===== config.mk =====
export PLATFORM = sky130hd
export DESIGN_NAME = cdbc_mul
export DESIGN_NICKNAME = d
export VERILOG_FILES = /design/src/hw/rtl/cdbc_pkg.sv /design/src/hw/rtl/cdbc_mul.sv
export SDC_FILE = /design/constraint.sdc
export NUM_CORES = 2
export LEC_CHECK = 0
export BUFFER_PORTS_ARGS = -buffer_cell sky130_fd_sc_hd__buf_4
export CORE_UTILIZATION = 50
export CTS_BUF_LIST = sky130_fd_sc_hd__clkbuf_2
export DETAILED_ROUTE_END_ITERATION = 6
export PLACE_DENSITY = 0.7
export SYNTH_ARGS = -nofsm -noshare
export SYNTH_HDL_FRONTEND = slang
export SYNTH_SLANG_ARGS = --single-unit

===== constraint.sdc =====
create_clock -name i_clk -period 7.15 [get_ports i_clk]
set_input_delay 0.3575 -clock i_clk [delete_from_list [all_inputs] [get_ports i_clk]]
set_output_delay 0.3575 -clock i_clk [all_outputs]
set_load 0.01 [all_outputs]

===== src/hw/rtl/cdbc_pkg.sv =====
// cdbc_pkg: shared types and constants of the copy descriptor batch coalescer
// holds the entry and batch record types, config register codes and reset values
// depends on nothing
package cdbc_pkg;

    localparam int unsigned MAX_ENTRIES = 65536;
    localparam int unsigned COUNT_FIELD_MAX = 65536;
    localparam int unsigned FULL_AT_INT =
        (MAX_ENTRIES < COUNT_FIELD_MAX) ? MAX_ENTRIES : COUNT_FIELD_MAX;
    localparam logic [16:0] BATCH_FULL_AT = 17'(FULL_AT_INT);

    localparam logic [13:0] STRIDE_RESET = 14'd4;
    localparam logic [31:0] SPAN_LIMIT_RESET = 32'd67108864;

    localparam int unsigned FIFO_DEPTH = 16;
    localparam int unsigned FIFO_AW = $clog2(FIFO_DEPTH);

    typedef enum logic {
        CFG_ELEMENT_STRIDE   = 1'b0,
        CFG_MERGE_SPAN_LIMIT = 1'b1
    } t_cfg_index;

    // one copy entry turned into byte offsets and range ends
    typedef struct packed {
        logic [31:0] src;
        logic [32:0] src_end;
        logic [31:0] dst;
        logic [32:0] dst_end;
        logic        fin;
    } t_ent;

    typedef struct packed {
        logic [31:0] src_low;
        logic [32:0] src_span;
        logic [31:0] dst_low;
        logic [32:0] dst_span;
        logic [15:0] first_entry;
        logic [16:0] entry_count;
        logic        last_batch;
    } t_batch;

    // up to two batches per entry, packed in order into slot0 then slot1
    typedef struct packed {
        logic   v0;
        t_batch d0;
        logic   v1;
        t_batch d1;
    } t_push;

endpackage


===== src/hw/rtl/cdbc_mul.sv =====
// cdbc_mul: three-stage front end, input register, stride multiply, range ends
// turns element indexes into byte offsets, size and 33-bit range ends
// depends on cdbc_pkg
module cdbc_mul
    import cdbc_pkg::*;
(
    input  logic        i_clk,
    input  logic        i_rst_n,
    input  logic        i_valid,
    input  logic [31:0] i_dest_index,
    input  logic [31:0] i_source_index,
    input  logic [31:0] i_last_element,
    input  logic        i_final_entry,
    input  logic [13:0] i_stride,
    output logic        o_valid,
    output t_ent        o_ent,
    output logic [1:0]  o_inflight
);

    logic        r_v1, r_v2, r_v3;
    logic [31:0] r_didx, r_sidx, r_last;
    logic        r_fin1, r_fin2;
    logic [31:0] r_src, r_dst, r_size;
    t_ent        r_ent;

    logic [31:0] n_src, n_dst, n_size;

    always_ff @(posedge i_clk) begin
        if (!i_rst_n) begin
            r_v1 <= 1'b0;
            r_v2 <= 1'b0;
            r_v3 <= 1'b0;
        end else begin
            r_v1 <= i_valid;
            r_v2 <= r_v1;
            r_v3 <= r_v2;
        end
    end

    always_comb begin
        n_dst  = 32'(r_didx * i_stride);
        n_src  = 32'(r_sidx * i_stride);
        n_size = 32'((r_last + 32'd1) * i_stride);
    end

    always_ff @(posedge i_clk) begin
        r_didx        <= i_dest_index;
        r_sidx        <= i_source_index;
        r_last        <= i_last_element;
        r_fin1        <= i_final_entry;
        r_src         <= n_src;
        r_dst         <= n_dst;
        r_size        <= n_size;
        r_fin2        <= r_fin1;
        r_ent.src     <= r_src;
        r_ent.dst     <= r_dst;
        r_ent.src_end <= {1'b0, r_src} + {1'b0, r_size};
        r_ent.dst_end <= {1'b0, r_dst} + {1'b0, r_size};
        r_ent.fin     <= r_fin2;
    end

    assign o_valid    = r_v3;
    assign o_ent      = r_ent;
    assign o_inflight = 2'({1'b0, r_v1} + {1'b0, r_v2} + {1'b0, r_v3});

endmodule


==> out/metrics.yaml <==
crit_path_top_delay_cell: "fa_1"
worst_pin_slew_ns: 0.889
crit_path_end: "r_size[28]"
routabilityCongestion: 0.926
syn-cell-area_um2: 40700
use_met1_pct: 35.7
clock_sinks: 328
clock_skew_ns: 0.179
avgViaCountPerCell: 5.27
crit_path_frequent_cell: "fa_1"
syn_to_final_growth_pct: 17.4
end_kind: "flop"
htree_levels: 3
crit_fanout: 4
stdcell_area_um2: 47800
fin_tns_setup_ns: 0
start_util_pct: 50.6
wl_um: 112000
status: "completed"
antenna_found_initial: 13
max_stage_delay_ns: 0.51
crit_arrival_ns: 8.07
vias: 31400
clock.fmax_ghz: 0.143
ant_nets: 0
synth_cells: 4314
dieWidth_um: 287
finalMaxSlewViolations: 0
startpoint_type: "flop"
period_needed_ns: 6.97
firstDrtPassIters: 5
final_nets: 6016
clock_path_buffers: 3
syn-num-nets: 5489
mostFrequentLayoutCell: "fa_1"
reg2reg_depth: 29
busiest_layer: "met2"
die_area_um2: 82600
wl_per_cell_um: 18.8
cts_buffers: 88
grt_pass1_vias: 33400
postPlaceCellArea_um2: 44400
setup_violations: 0
rr_endpoint: "r_size[28]"
io_pins: 248
path_class: "flop to flop"
critPathRequiredTime_ns: 8.25
synthArstFlopShare_pct: 0
portBuffers: 247
core_um2: 80500
cts_root_buf: "clkbuf_2"
synth_edf_count: 0
critPathLaunch: "r_last[1]"
yosys-top-cells-area: "fa_1, dfxtp_1, ha_1, inv_1, nand2_1"
ys_warn_count: 0
final_cell_mix: "fa_1, inv_1, nand2_1"
ys_ff_latch: 328
drive_gt1_share_pct: 13.1
synth_top_area_share_pct: 40.3
rows: 104
layout_worst_path_cycle_share_pct: 97.5
relSlewSlack_pct: 39.9
ff2ff_setup_slack_ns: 0.18
drv_cap: 0
fp.dieH_um: 287
synth-main-ff-cell: "dfxtp_1"
use_met2_pct: 46.4
grt_pass1_wl_um: 178000
path_clk_slew_ns: 0.11
drtIter0Drc: 2070
clock_latency_ns: 1.29
grt_max_degree: 66
grt_usage_pct: 28.0
cts_tree: "done"
ys_seq_area_share_pct: 16.1
reg2reg_from: "r_last[1]"
place_hpwl_um: 87500
grt_overflow: 0
ys_types: 70
grt_use_met3_pct: 4.58
hold_viol: 0
min_path_type: "primary input to flop"
synth_largest_area_cell: "fa_1"
drc: 0
syn_avg_cell_area_um2: 9.44
Yosys cell counts (18+ instances only):
library cell,number
a21o_1,96
xor2_1,60
a21oi_1,116
and2_1,398
o21a_1,18
o21ai_0,55
xnor2_1,171
nand2_1,713
nor2b_1,27
clkbuf_1,174
nand3_1,34
dfxtp_1,328
inv_1,776
nand4_1,19
nor2_1,67
ha_1,242
o21bai_1,25
fa_1,819
final cells by class:
class                   count  area [µm²]
diodes                      5        12.5
clock buffers             114         571
clock inverters            36         298
fillers                  6857       32800
inverters                 776        2910
multi-input cells        3019       30800
flip-flops and latches    328        6580
well taps                1060        1330
repair buffers            628        5300
worst max-delay path, delay by kind of cell (launching register included):
kind	cells	cell delay [ns]
adder cells (fa/ha/maj)	7	3.10
XOR/XNOR	2	0.28
flip-flops	1	0.38
buffers and inverters	8	0.83
AO/OA/AOI/OAI	9	1.70
AND/OR/NAND/NOR	3	0.63
sequential cells by signal (all words and copies together), names as in the netlist, 32 cells and up:
register  count
o_ent       131
r_didx       32
r_dst        32
r_last       32
r_sidx       32
r_size       32
r_src        32
how the worst min path moves through the flow:
stage | cells past startpoint | to | startpoint | slack (ns)
global placement | 0 | r_fin2 | r_fin1 | 0.31
detailed placement | 0 | o_ent[0] | r_fin2 | 0.32
floorplan | 0 | o_ent[0] | r_fin2 | 0.31
finish | 3 | r_didx[17] | i_dest_index[17] | 0.23
global route | 3 | r_sidx[11] | i_source_index[11] | 0.17
CTS | 3 | r_didx[17] | i_dest_index[17] | 0.06
kinds of logic after synthesis:
logic type,after synthesis,synth area share (%)
DFF,328,16.1
and+or+nand+nor,1334,15.7
AOI/OAI and AO/OA,389,6.36
xor gates and xnor gates,235,5.14
adders and majority gates,1061,47.7
buffers and inverters,967,8.95
through the flow:
stage	util (%)	setup WS (ns)	cells	hold slack, ns
after global routing	59.3	-0.112	5963	0.169
final	59.3	0.176	5966	0.231
after global placement	55.2	0.0854	5593	0.310
after detailed placement	55.2	-0.0317	5593	0.315
after CTS	58.8	0.0114	5944	0.0598
after floorplan	-	0.00550	4314	0.310
per-layer routing:
layer / up-vias / wire [µm]
met5: - / 116
met3: 263 / 7580
met2: 1225 / 54100
met1: 15900 / 45500
li1: 14100 / -
met4: 6 / 4930
repair_timing:
| item | CTS | global route |
|---|---|---|
| hold buffers | 201 | 0 |
| cloned | 0 | 1 |
| setup endpoints to repair | 2 | 12 |
| hold endpoints to repair | 106 | 0 |
| pin swaps | 2 | 36 |
| setup buffers | 0 | 17 |
| gates resized for setup | 6 | 55 |
Power is left out: the tool's default activity adds up to more than one toggle a clock period on the data nets, which glitch-free logic cannot reach.
