File: src/hw/rtl/cdbc_pkg.sv
// cdbc_pkg: shared types and constants of the copy descriptor batch coalescer
// holds the entry and batch record types, config register codes and reset values
// depends on nothing
package cdbc_pkg;

    localparam int unsigned MAX_ENTRIES = 65536;
    localparam int unsigned COUNT_FIELD_MAX = 65536;
    localparam int unsigned FULL_AT_INT =
        (MAX_ENTRIES < COUNT_FIELD_MAX) ? MAX_ENTRIES : COUNT_FIELD_MAX;
    localparam logic [16:0] BATCH_FULL_AT = 17'(FULL_AT_INT);

    localparam logic [13:0] STRIDE_RESET = 14'd4;
    localparam logic [31:0] SPAN_LIMIT_RESET = 32'd67108864;

    localparam int unsigned FIFO_DEPTH = 16;
    localparam int unsigned FIFO_AW = $clog2(FIFO_DEPTH);

    typedef enum logic {
        CFG_ELEMENT_STRIDE   = 1'b0,
        CFG_MERGE_SPAN_LIMIT = 1'b1
    } t_cfg_index;

    // one copy entry turned into byte offsets and range ends
    typedef struct packed {
        logic [31:0] src;
        logic [32:0] src_end;
        logic [31:0] dst;
        logic [32:0] dst_end;
        logic        fin;
    } t_ent;

    typedef struct packed {
        logic [31:0] src_low;
        logic [32:0] src_span;
        logic [31:0] dst_low;
        logic [32:0] dst_span;
        logic [15:0] first_entry;
        logic [16:0] entry_count;
        logic        last_batch;
    } t_batch;

    // up to two batches per entry, packed in order into slot0 then slot1
    typedef struct packed {
        logic   v0;
        t_batch d0;
        logic   v1;
        t_batch d1;
    } t_push;

endpackage

File: src/hw/rtl/cdbc_fifo.sv
// cdbc_fifo: result queue in flip-flops, two writes and one read per cycle
// head entry drives the output request and holds while stalled
// depends on cdbc_pkg
module cdbc_fifo
    import cdbc_pkg::*;
(
    input  logic                i_clk,
    input  logic                i_rst_n,
    input  t_push               i_push,
    input  logic                i_pop,
    output logic                o_valid,
    output t_batch              o_head,
    output logic [FIFO_AW:0]    o_count
);

    t_batch             r_mem [FIFO_DEPTH];
    logic [FIFO_AW-1:0] r_wr, r_rd;
    logic [FIFO_AW:0]   r_cnt;

    logic [FIFO_AW-1:0] wr1;
    logic [FIFO_AW:0]   n_add;
    logic               pop;

    always_comb begin
        wr1   = r_wr + FIFO_AW'(1);
        n_add = (FIFO_AW+1)'({1'b0, i_push.v0}) + (FIFO_AW+1)'({1'b0, i_push.v1});
        pop   = i_pop && (r_cnt != '0);
    end

    always_ff @(posedge i_clk) begin
        if (i_push.v0) r_mem[r_wr] <= i_push.d0;
        if (i_push.v1) r_mem[wr1]  <= i_push.d1;
    end

    always_ff @(posedge i_clk) begin
        if (!i_rst_n) begin
            r_wr  <= '0;
            r_rd  <= '0;
            r_cnt <= '0;
        end else begin
            r_wr  <= r_wr + n_add[FIFO_AW-1:0];
            if (pop) r_rd <= r_rd + FIFO_AW'(1);
            r_cnt <= r_cnt + n_add - (FIFO_AW+1)'({1'b0, pop});
        end
    end

    assign o_valid = (r_cnt != '0);
    assign o_head  = r_mem[r_rd];
    assign o_count = r_cnt;

endmodule

File: config.mk
export PLATFORM = sky130hd
export DESIGN_NAME = cdbc_fifo
export DESIGN_NICKNAME = d
export VERILOG_FILES = /design/src/hw/rtl/cdbc_pkg.sv /design/src/hw/rtl/cdbc_fifo.sv
export SDC_FILE = /design/constraint.sdc
export NUM_CORES = 2
export LEC_CHECK = 0
export BUFFER_PORTS_ARGS = -buffer_cell sky130_fd_sc_hd__buf_2
export CELL_PAD_IN_SITES_DETAIL_PLACEMENT = 0
export CELL_PAD_IN_SITES_GLOBAL_PLACEMENT = 1
export CORE_AREA = 4 4 668 670
export DETAILED_ROUTE_END_ITERATION = 16
export DIE_AREA = 0 0 672 674
export PLACE_DENSITY = 0.51
export SLEW_MARGIN = 20
export SYNTH_ARGS = -nofsm -noshare
export SYNTH_HDL_FRONTEND = slang
export SYNTH_SLANG_ARGS = --single-unit
File: constraint.sdc
create_clock -name i_clk -period 12.5 [get_ports i_clk]
set_input_delay 1.25 -clock i_clk [delete_from_list [all_inputs] [get_ports i_clk]]
set_output_delay 1.25 -clock i_clk [all_outputs]
set_load 0.1 [all_outputs]
==> results.yml <==
setup_path:
  worstPathArrival_ps: 5530
  critPathCaptureType: "output pin"
  worst_setup_path_start_kind: "register"
  crit_required_ps: 11250
  cp_max_fo: 91
  worstSetupPathType: "reg2out"
flow_run:
  drv_cap: 0
grt:
  grt_pass1_vias: 79300
  grt_max_degree: 120
  antenna_found_initial: 189
  grt_usage_pct: 21.5
  grt_pass1_wl_um: 682000
  grt_overflow_total: 0
cts:
  clock_sinks: 2641
  clockBufferDepth: 4
  cts_setup_buffers: 0
  ctsHoldBuffers: 0
  root_buffer: "clkbuf_16"
  htree_levels: 5
  cts_buffers: 327
  clk_latency_ps: 930
  clk_pin_slew_ps: 50
  ctsResizeCount: 0
  cts_tree: "built"
place:
  gp_congestion: 0.730
  dp_hpwl_um: 266000
  io_buffers: 502
floorplanning:
  coreArea_um2: 441000
  die_w_um: 672
  die_area_um2: 453000
  io_pins: 503
  row_count: 244
  die_h_um: 674
  start_util_pct: 29.9
detailed_routing:
  dr_wl_met2_um: 244000
  drc: 0
  totalWireLength_um: 502000
  met3_length_um: 30100
  wl_met1_um: 214000
  wl_per_cell_um: 35.9
  drt_iter0_markers: 7276
  drtPass1Iterations: 5
  ant_nets: 0
  top_layer_used: "met5"
  dr_total_vias: 75900
  via_per_inst: 5.43
timing:
  setup_tns_ps: 0
  period_minus_slack_ps: 6780
  rsz0062_at_grt: "false"
  tightest_slew_ps: 1150
  finalCritPeriodShare_pct: 54.2
  slew_violations: 0
  finClkSkew_ps: 44.2
  setup_viol: 0
  hold_viol_final: 0
  maxSlewHeadroom_pct: 23.2
  fmax_mhz: 147
final_layout:
  drive_above_1_share_pct: 54.2
  syn2layout_area_growth_pct: 14.0
  final_util_pct: 34.1
  layout.nets: 8110
min_path:
  hold_class: "reg2reg"
logic_synthesis:
  synth_area_um2: 132000
  postSynthCellCount: 7605
  synth_seq_cells: 2641
  netlist.area_leader.share_pct: 59.9
  synth_area_per_cell_um2: 17.3
  yosysSeqAreaShare_pct: 60.1
  synth_edf_count: 2624
  syn-num-nets: 7951
  synthTopCellsByArea: "edfxtp_1 60%, mux2_2 22%, mux4_2 9.5%, a22oi_1 1.8%, mux2i_1 1.5%"
  synthArstFlopShare_pct: 0
  ys.flop_type: "edfxtp_1"
  yosysTopAreaCell: "edfxtp_1"
  yosysWarnings: 0
  synth_cell_types: 37
outcome:
  status: "finished clean"
pwr:
  power.leakage_uw: 0.0471
  power_density_nw_per_um2: 180
  seq_power_share_pct: 38.5
  switching_share_pct: 34.2
  clkPwrFrac_pct: 34.2
  p_comb_share_pct: 27.3
  intPower_uw: 17700
  p_sw_uw: 9210
  peakVddDrop_uv: 154
[state kept, by name, indices dropped and copies added, names as in the netlist, named ones only]
| signal | cells |
|---|---|
| o_count | 5 |
| r_mem | 2624 |
| r_rd | 4 |
| r_wr | 4 |
[cell type report]
type / instances / area, µm²
tap: 5904 / 7390
clock buffer: 419 / 8720
timing repair buffer: 684 / 4290
multi-input combinational: 4096 / 48900
antenna: 60 / 150
inverter: 14 / 52.6
fill: 42000 / 291000
clock inverter: 172 / 1420
sequential: 2641 / 79200
[metal layers]
layer  up-vias  global-route usage (%)
met5         -                       0
met1     41500                    28.5
met2      2482                    36.2
li1      31100                       -
met4        72                    5.30
met3       777                    4.25
[cells by family after synthesis]
logic type	Yosys count	synth area share, %
AO/OA/AOI/OAI	387	2.13
flip-flops	2641	60.1
AND/OR/NAND/NOR	311	1.04
buffers and inverters	868	3.05
adder cells (fa/ha/maj)	13	0.135
XOR/XNOR	7	0.0466
multiplexers	3378	33.5
[path summary, 6_finish.rpt]
path | endpoint | cells past startpoint | slack, ps | start
max | o_head[133] | 7 | 5720 | register
min | register | 2 | 580 | r_rd[3]
max reg2reg | r_mem[8][97] | 6 | 7810 | r_wr[2]
min reg2reg | register | 2 | 580 | r_rd[3]
[critical path: stages (launching register included)]
cell and delay, ps:
dfxtp_4 840, buf_4 620, buf_12 510, buf_4 700, mux4_2 330, o22ai_1 70, nor2_1 670, buf_2 570
[power by group through the flow]
stage                     Sequential (µW)  Combinational [µW]  Clock (µW)
after floorplan                     10600                5310           0
after global placement              10600                7450           0
after detailed placement            10600                7470           0
after CTS                           10400                7480        9440
after global routing                10400                7690        9820
final                               10400                7350        9210
[metrics by stage]
stage	total power (µW)	hold slack, ps	setup WS [ps]	instance area [µm²]	instances
after detailed placement	18000	565	6250	140000	13300
final	26900	580	5720	150000	14000
after CTS	27300	580	5220	150000	13900
after global placement	18000	579	6270	140000	13300
after floorplan	15900	475	2220	132000	7605
after global routing	27900	606	5520	150000	13900
[synthesized netlist by cell type (3+ instances only)]
cell      number
a21o_1         3
a21oi_1        4
a22oi_1      308
and2_1        12
buf_1         17
buf_2        354
buf_4         83
clkbuf_1     399
dfxtp_1       17
edfxtp_1    2624
ha_1          11
inv_1         14
mux2_1        10
mux2_2      2614
mux2i_1      196
mux4_2       558
nand2_1      145
nand2b_1      11
nand3_1       56
nor2_1        58
nor2b_1       13
nor3_1         6
o22ai_1       69
xnor2_1        6
[cells in the final DEF, fill, tap and decap left out, drive strengths merged, types with 16 or more instances in the layout]
cell,Yosys,final
nor2,58,58
dfxtp,17,17
mux4,558,558
buf,455,684
edfxtp,2624,2624
mux2i,196,196
clkinv,0,139
o22ai,69,69
inv,14,27
bufinv,0,16
mux2,2624,2624
nand3,56,56
a22oi,308,308
clkbuf,399,419
diode,0,60
nand2,145,145
Note: power is estimated with default switching activity, not from simulation.
