### src/hw/rtl/cdbc_pkg.sv
// cdbc_pkg: shared types and constants of the copy descriptor batch coalescer
// holds the entry and batch record types, config register codes and reset values
// depends on nothing
package cdbc_pkg;

    localparam int unsigned MAX_ENTRIES = 65536;
    localparam int unsigned COUNT_FIELD_MAX = 65536;
    localparam int unsigned FULL_AT_INT =
        (MAX_ENTRIES < COUNT_FIELD_MAX) ? MAX_ENTRIES : COUNT_FIELD_MAX;
    localparam logic [16:0] BATCH_FULL_AT = 17'(FULL_AT_INT);

    localparam logic [13:0] STRIDE_RESET = 14'd4;
    localparam logic [31:0] SPAN_LIMIT_RESET = 32'd67108864;

    localparam int unsigned FIFO_DEPTH = 16;
    localparam int unsigned FIFO_AW = $clog2(FIFO_DEPTH);

    typedef enum logic {
        CFG_ELEMENT_STRIDE   = 1'b0,
        CFG_MERGE_SPAN_LIMIT = 1'b1
    } t_cfg_index;

    // one copy entry turned into byte offsets and range ends
    typedef struct packed {
        logic [31:0] src;
        logic [32:0] src_end;
        logic [31:0] dst;
        logic [32:0] dst_end;
        logic        fin;
    } t_ent;

    typedef struct packed {
        logic [31:0] src_low;
        logic [32:0] src_span;
        logic [31:0] dst_low;
        logic [32:0] dst_span;
        logic [15:0] first_entry;
        logic [16:0] entry_count;
        logic        last_batch;
    } t_batch;

    // up to two batches per entry, packed in order into slot0 then slot1
    typedef struct packed {
        logic   v0;
        t_batch d0;
        logic   v1;
        t_batch d1;
    } t_push;

endpackage

### src/hw/rtl/cdbc_merge.sv
// cdbc_merge: open batch state and the fit check, one entry per cycle
// emits a closed batch and/or the final batch for each entry
// depends on cdbc_pkg
module cdbc_merge
    import cdbc_pkg::*;
(
    input  logic        i_clk,
    input  logic        i_rst_n,
    input  logic        i_valid,
    input  t_ent        i_ent,
    input  logic [31:0] i_span_limit,
    output t_push       o_push
);

    logic        r_open;
    logic [31:0] r_src_min, r_dst_min;
    logic [32:0] r_src_max, r_dst_max;
    logic [15:0] r_first, r_pos;
    logic [16:0] r_count;

    logic        n_open;
    logic [31:0] n_src_min, n_dst_min;
    logic [32:0] n_src_max, n_dst_max;
    logic [15:0] n_first, n_pos;
    logic [16:0] n_count;

    logic [31:0] m_src_min, m_dst_min;
    logic [32:0] m_src_max, m_dst_max;
    logic        full, fits, close;
    t_batch      closed_b, final_b;

    always_comb begin
        m_src_min = (i_ent.src < r_src_min) ? i_ent.src : r_src_min;
        m_dst_min = (i_ent.dst < r_dst_min) ? i_ent.dst : r_dst_min;
        m_src_max = (i_ent.src_end > r_src_max) ? i_ent.src_end : r_src_max;
        m_dst_max = (i_ent.dst_end > r_dst_max) ? i_ent.dst_end : r_dst_max;
        full  = (r_count >= BATCH_FULL_AT);
        fits  = !full
              && ((m_src_max - {1'b0, m_src_min}) <= {1'b0, i_span_limit})
              && ((m_dst_max - {1'b0, m_dst_min}) <= {1'b0, i_span_limit});
        close = r_open && !fits;

        closed_b.src_low     = r_src_min;
        closed_b.src_span    = r_src_max - {1'b0, r_src_min};
        closed_b.dst_low     = r_dst_min;
        closed_b.dst_span    = r_dst_max - {1'b0, r_dst_min};
        closed_b.first_entry = r_first;
        closed_b.entry_count = r_count;
        closed_b.last_batch  = 1'b0;

        // merged batch state, or a new batch holding only this entry
        if (r_open && fits) begin
            n_src_min = m_src_min;
            n_src_max = m_src_max;
            n_dst_min = m_dst_min;
            n_dst_max = m_dst_max;
            n_first   = r_first;
            n_count   = r_count + 17'd1;
        end else begin
            n_src_min = i_ent.src;
            n_src_max = i_ent.src_end;
            n_dst_min = i_ent.dst;
            n_dst_max = i_ent.dst_end;
            n_first   = r_pos;
            n_count   = 17'd1;
        end

        final_b.src_low     = n_src_min;
        final_b.src_span    = n_src_max - {1'b0, n_src_min};
        final_b.dst_low     = n_dst_min;
        final_b.dst_span    = n_dst_max - {1'b0, n_dst_min};
        final_b.first_entry = n_first;
        final_b.entry_count = n_count;
        final_b.last_batch  = 1'b1;

        n_open = !i_ent.fin;
        n_pos  = i_ent.fin ? 16'd0 : r_pos + 16'd1;

        o_push.v0 = i_valid && (close || i_ent.fin);
        o_push.d0 = close ? closed_b : final_b;
        o_push.v1 = i_valid && close && i_ent.fin;
        o_push.d1 = final_b;
    end

    always_ff @(posedge i_clk) begin
        if (!i_rst_n) begin
            r_open    <= 1'b0;
            r_src_min <= 32'd0;
            r_src_max <= 33'd0;
            r_dst_min <= 32'd0;
            r_dst_max <= 33'd0;
            r_first   <= 16'd0;
            r_count   <= 17'd0;
            r_pos     <= 16'd0;
        end else if (i_valid) begin
            r_open    <= n_open;
            r_src_min <= n_src_min;
            r_src_max <= n_src_max;
            r_dst_min <= n_dst_min;
            r_dst_max <= n_dst_max;
            r_first   <= n_first;
            r_count   <= n_count;
            r_pos     <= n_pos;
        end
    end

endmodule

### config.mk
export PLATFORM = sky130hd
export DESIGN_NAME = cdbc_merge
export DESIGN_NICKNAME = d
export VERILOG_FILES = /design/src/hw/rtl/cdbc_pkg.sv /design/src/hw/rtl/cdbc_merge.sv
export SDC_FILE = /design/constraint.sdc
export NUM_CORES = 2
export LEC_CHECK = 0
export BUFFER_PORTS_ARGS = -buffer_cell sky130_fd_sc_hd__buf_4
export CAP_MARGIN = 25
export CORE_MARGIN = 3
export CORE_UTILIZATION = 45
export DETAILED_ROUTE_END_ITERATION = 16
export GPL_TIMING_DRIVEN = 0
export PLACE_DENSITY_LB_ADDON = 0.2
export SETUP_SLACK_MARGIN = 0.1
export SLEW_MARGIN = 20
export SYNTH_ARGS = -nofsm -noshare
export SYNTH_HDL_FRONTEND = slang
export SYNTH_SLANG_ARGS = --single-unit
export TNS_END_PERCENT = 10
### constraint.sdc
create_clock -name i_clk -period 20.8 [get_ports i_clk]
set_clock_uncertainty 0.1 [all_clocks]
set_input_delay 4.16 -clock i_clk [delete_from_list [all_inputs] [get_ports i_clk]]
set_output_delay 4.16 -clock i_clk [all_outputs]
set_load 0.005 [all_outputs]
==> metrics.yaml <==
timing:
  grt_setup_unrepaired: "true"
  fin_crit_ps: 20470
  report.final.slew_viol_count: 0
  period_share_pct: 98.4
  fin_setup_tns_ps: 0
  timing.slew.headroom_pct: 27.3
  worst_slew_pin_slew_ps: 1090
  setup_viol: 0
  final-hold-violation-count: 0
  fmax_ghz: 0.0489
critical_path:
  cp-start-kind: "primary input"
  r2r_start: "r_dst_min[5]"
  cp_slowest_cell: "a311o_1"
  worst_ep_arrival_time_ps: 16210
  critical_path_class: "in2out"
  reg2reg_slack_ps: 11930
  worstSetupEndpointType: "primary output"
  crit_start: "i_ent[39]"
  crit_end: "o_push[231]"
  r2r_cells: 34
  critPathMaxStageDelay_ps: 550
  cpMostUsedCell: "a21o_1"
  path_max_fanout: 10
  r2r-end: "r_src_max[31]"
  cp.required_ps: 16540
yosys:
  syn_area_per_cell_um2: 7.29
  synth_top_area_share_pct: 17.2
  yosysMostFrequentCell: "ha_1"
  ys_top_cells_by_count: "ha_1, a21oi_1, nand2_1"
  ys_types: 89
  yosysWarnings: 0
  synth_seq_cells: 180
  synthFlopType: "dfxtp_1"
  synth_fp_nets: 4374
  synth_top_area_cell: "ha_1"
  syn_area_um2: 27800
  synth_edf_count: 0
  synth.yosys.seq_area_share_pct: 12.9
  synth-async-reset-ratio_pct: 0
  postSynthCellCount: 3819
  synth.area.top_cells: "ha_1, dfxtp_1, a21oi_1, nand2_1, mux2_2"
detailed_routing:
  drt_iter0_drc: 3151
  vias: 31700
  drt_first_pass_iters: 7
  drc: 0
  vias_per_cell: 6.17
  wirelength_um: 120000
  ant_nets: 0
  wire_per_inst_um: 23.4
die:
  ioPinCount: 496
  die_height_um: 255
  die_w_um: 255
  initial_core_util_pct: 45.8
  placementRows: 90
  core_area_um2: 60800
  die_area_um2: 64900
clocking:
  clock_latency_ps: 530
  cts_buffers: 17
  clockBufferDepth: 2
  htreeDepth: 4
  clock-root-buffer: "clkbuf_16"
  cts_sinks: 180
  path_clk_slew_ps: 80
  cts_tree: "yes"
worst_hold_path:
  holdCritPathClass: "reg2reg"
  hp-start: "r_dst_min[5]"
placed_design:
  io_buffer_count: 491
  dp_hpwl_um: 99300
  place_congestion: 0.976
power:
  leakagePower_nw: 15.3
  power_per_cell_area_nw_per_um2: 92.7
  p_total_w: 0.00312
  max-vdd-ir-drop_mv: 0.0762
global_route:
  grt_pass1_vias: 29400
  grt_use_total_pct: 35.6
  grt_max_degree: 20
  grt-ovfl-total: 0
  grt_pass1_wl_um: 177000
  antenna_found_initial: 3
cells_and_area:
  syn2layout_area_growth_pct: 21.0
  drive_gt1_share_pct: 19.0
  nets: 4904
  fillers: 5895
  multi_input_area_um2: 22500
  regArea_um2: 3600
job:
  cap_violations: 0
outcome:
  status: "finished, final reports clean"
==> layer usage <==
metal | vias up | track usage (%) | wire (um)
met5 | - | 0 | 13
met1 | 14900 | 45.1 | 49200
met2 | 1495 | 59.7 | 55800
li1 | 15000 | - | -
met4 | 2 | 15.7 | 5740
met3 | 254 | 5.72 | 9640
==> metrics by stage <==
stage / worst slack [ps] / util (%) / instances / hold slack, ps / instance area [um^2]
finish: 333 / 55.4 / 5148 / 373 / 33700
global route: -56.4 / 55.4 / 5146 / 382 / 33700
CTS: 119 / 55.0 / 5129 / 373 / 33400
detailed placement: -2870 / 53.5 / 5093 / 361 / 32500
global placement: -2840 / 53.5 / 5092 / 355 / 32500
floorplan: 1710 / - / 3819 / 340 / 27800
==> final cells by class <==
cell class                 count  area share [%]
inverter                     282            3.14
buffer                       222            3.16
timing repair buffer         511            11.4
tap                          782            2.90
multi-input combinational   3135            66.8
antenna                        4          0.0297
clock inverter                14           0.531
sequential                   180            10.7
clock buffer                  18            1.30
==> worst max-delay path: cells and delay by family <==
kind	cells	cell delay, ps
adder cells (fa/ha/maj)	4	1330
buffers and inverters	5	1180
AO/OA/AOI/OAI	35	8340
AND/OR/NAND/NOR	4	830
XOR/XNOR	2	330
==> worst min path at each step <==
stage               cells after the start  slack, ps            end
floorplan                               2        340    r_first[15]
global placement                        2        360    r_first[11]
detailed placement                      2        360     r_first[6]
CTS                                     2        370  r_dst_min[20]
global route                            2        380  r_dst_min[20]
finish                                  2        370   r_dst_min[5]
==> cells by family after synthesis <==
logic type / count (synthesis) / share of synthesized area [%]
AOI/OAI and AO/OA: 1154 / 26.9
muxes: 214 / 8.40
other: 1 / 0.0135
xor gates and xnor gates: 191 / 6.01
buffers and inverters: 504 / 7.36
DFF: 180 / 12.9
and+or+nand+nor: 1185 / 20.7
adders and majority gates: 390 / 17.7
==> state kept, by name (all words and copies together), names as in the netlist <==
signal     flops
r_count       17
r_dst_max     33
r_dst_min     32
r_first       16
r_open         1
r_pos         16
r_src_max     33
r_src_min     32
==> placed cells by master (no fill, tap or decap), types with 41 or more instances in the layout <==
master / instances
clkbuf_1: 129
mux2_2: 109
a21o_1: 121
nor2_1: 255
nand4_1: 162
nand2_1: 343
o21ai_0: 240
a21oi_1: 342
mux2_1: 49
inv_1: 281
and3_1: 41
nor2b_1: 43
ha_1: 382
dfxtp_1: 180
nand3_1: 153
xnor2_1: 139
buf_4: 529
o21a_1: 110
mux2i_1: 55
o311ai_0: 80
xor2_1: 52
==> report_power, final <==
part           switching, W  total [W]  internal [W]  leakage [nW]
clock network      0.000189   0.000365      0.000177         0.304
registers         0.0000270   0.000396      0.000369          1.48
logic               0.00132    0.00236       0.00104          13.5
==> timing repair <==
| action | in CTS | in global routing |
|---|---|---|
| buffers inserted | 4 | 15 |
| endpoints found under the setup margin | 103 | 30 |
| pin swaps | 4 | 16 |
| resized for setup | 66 | 45 |
| hold buffers | 0 | 0 |
No activity file was read; power rests on OpenSTA's default activity.
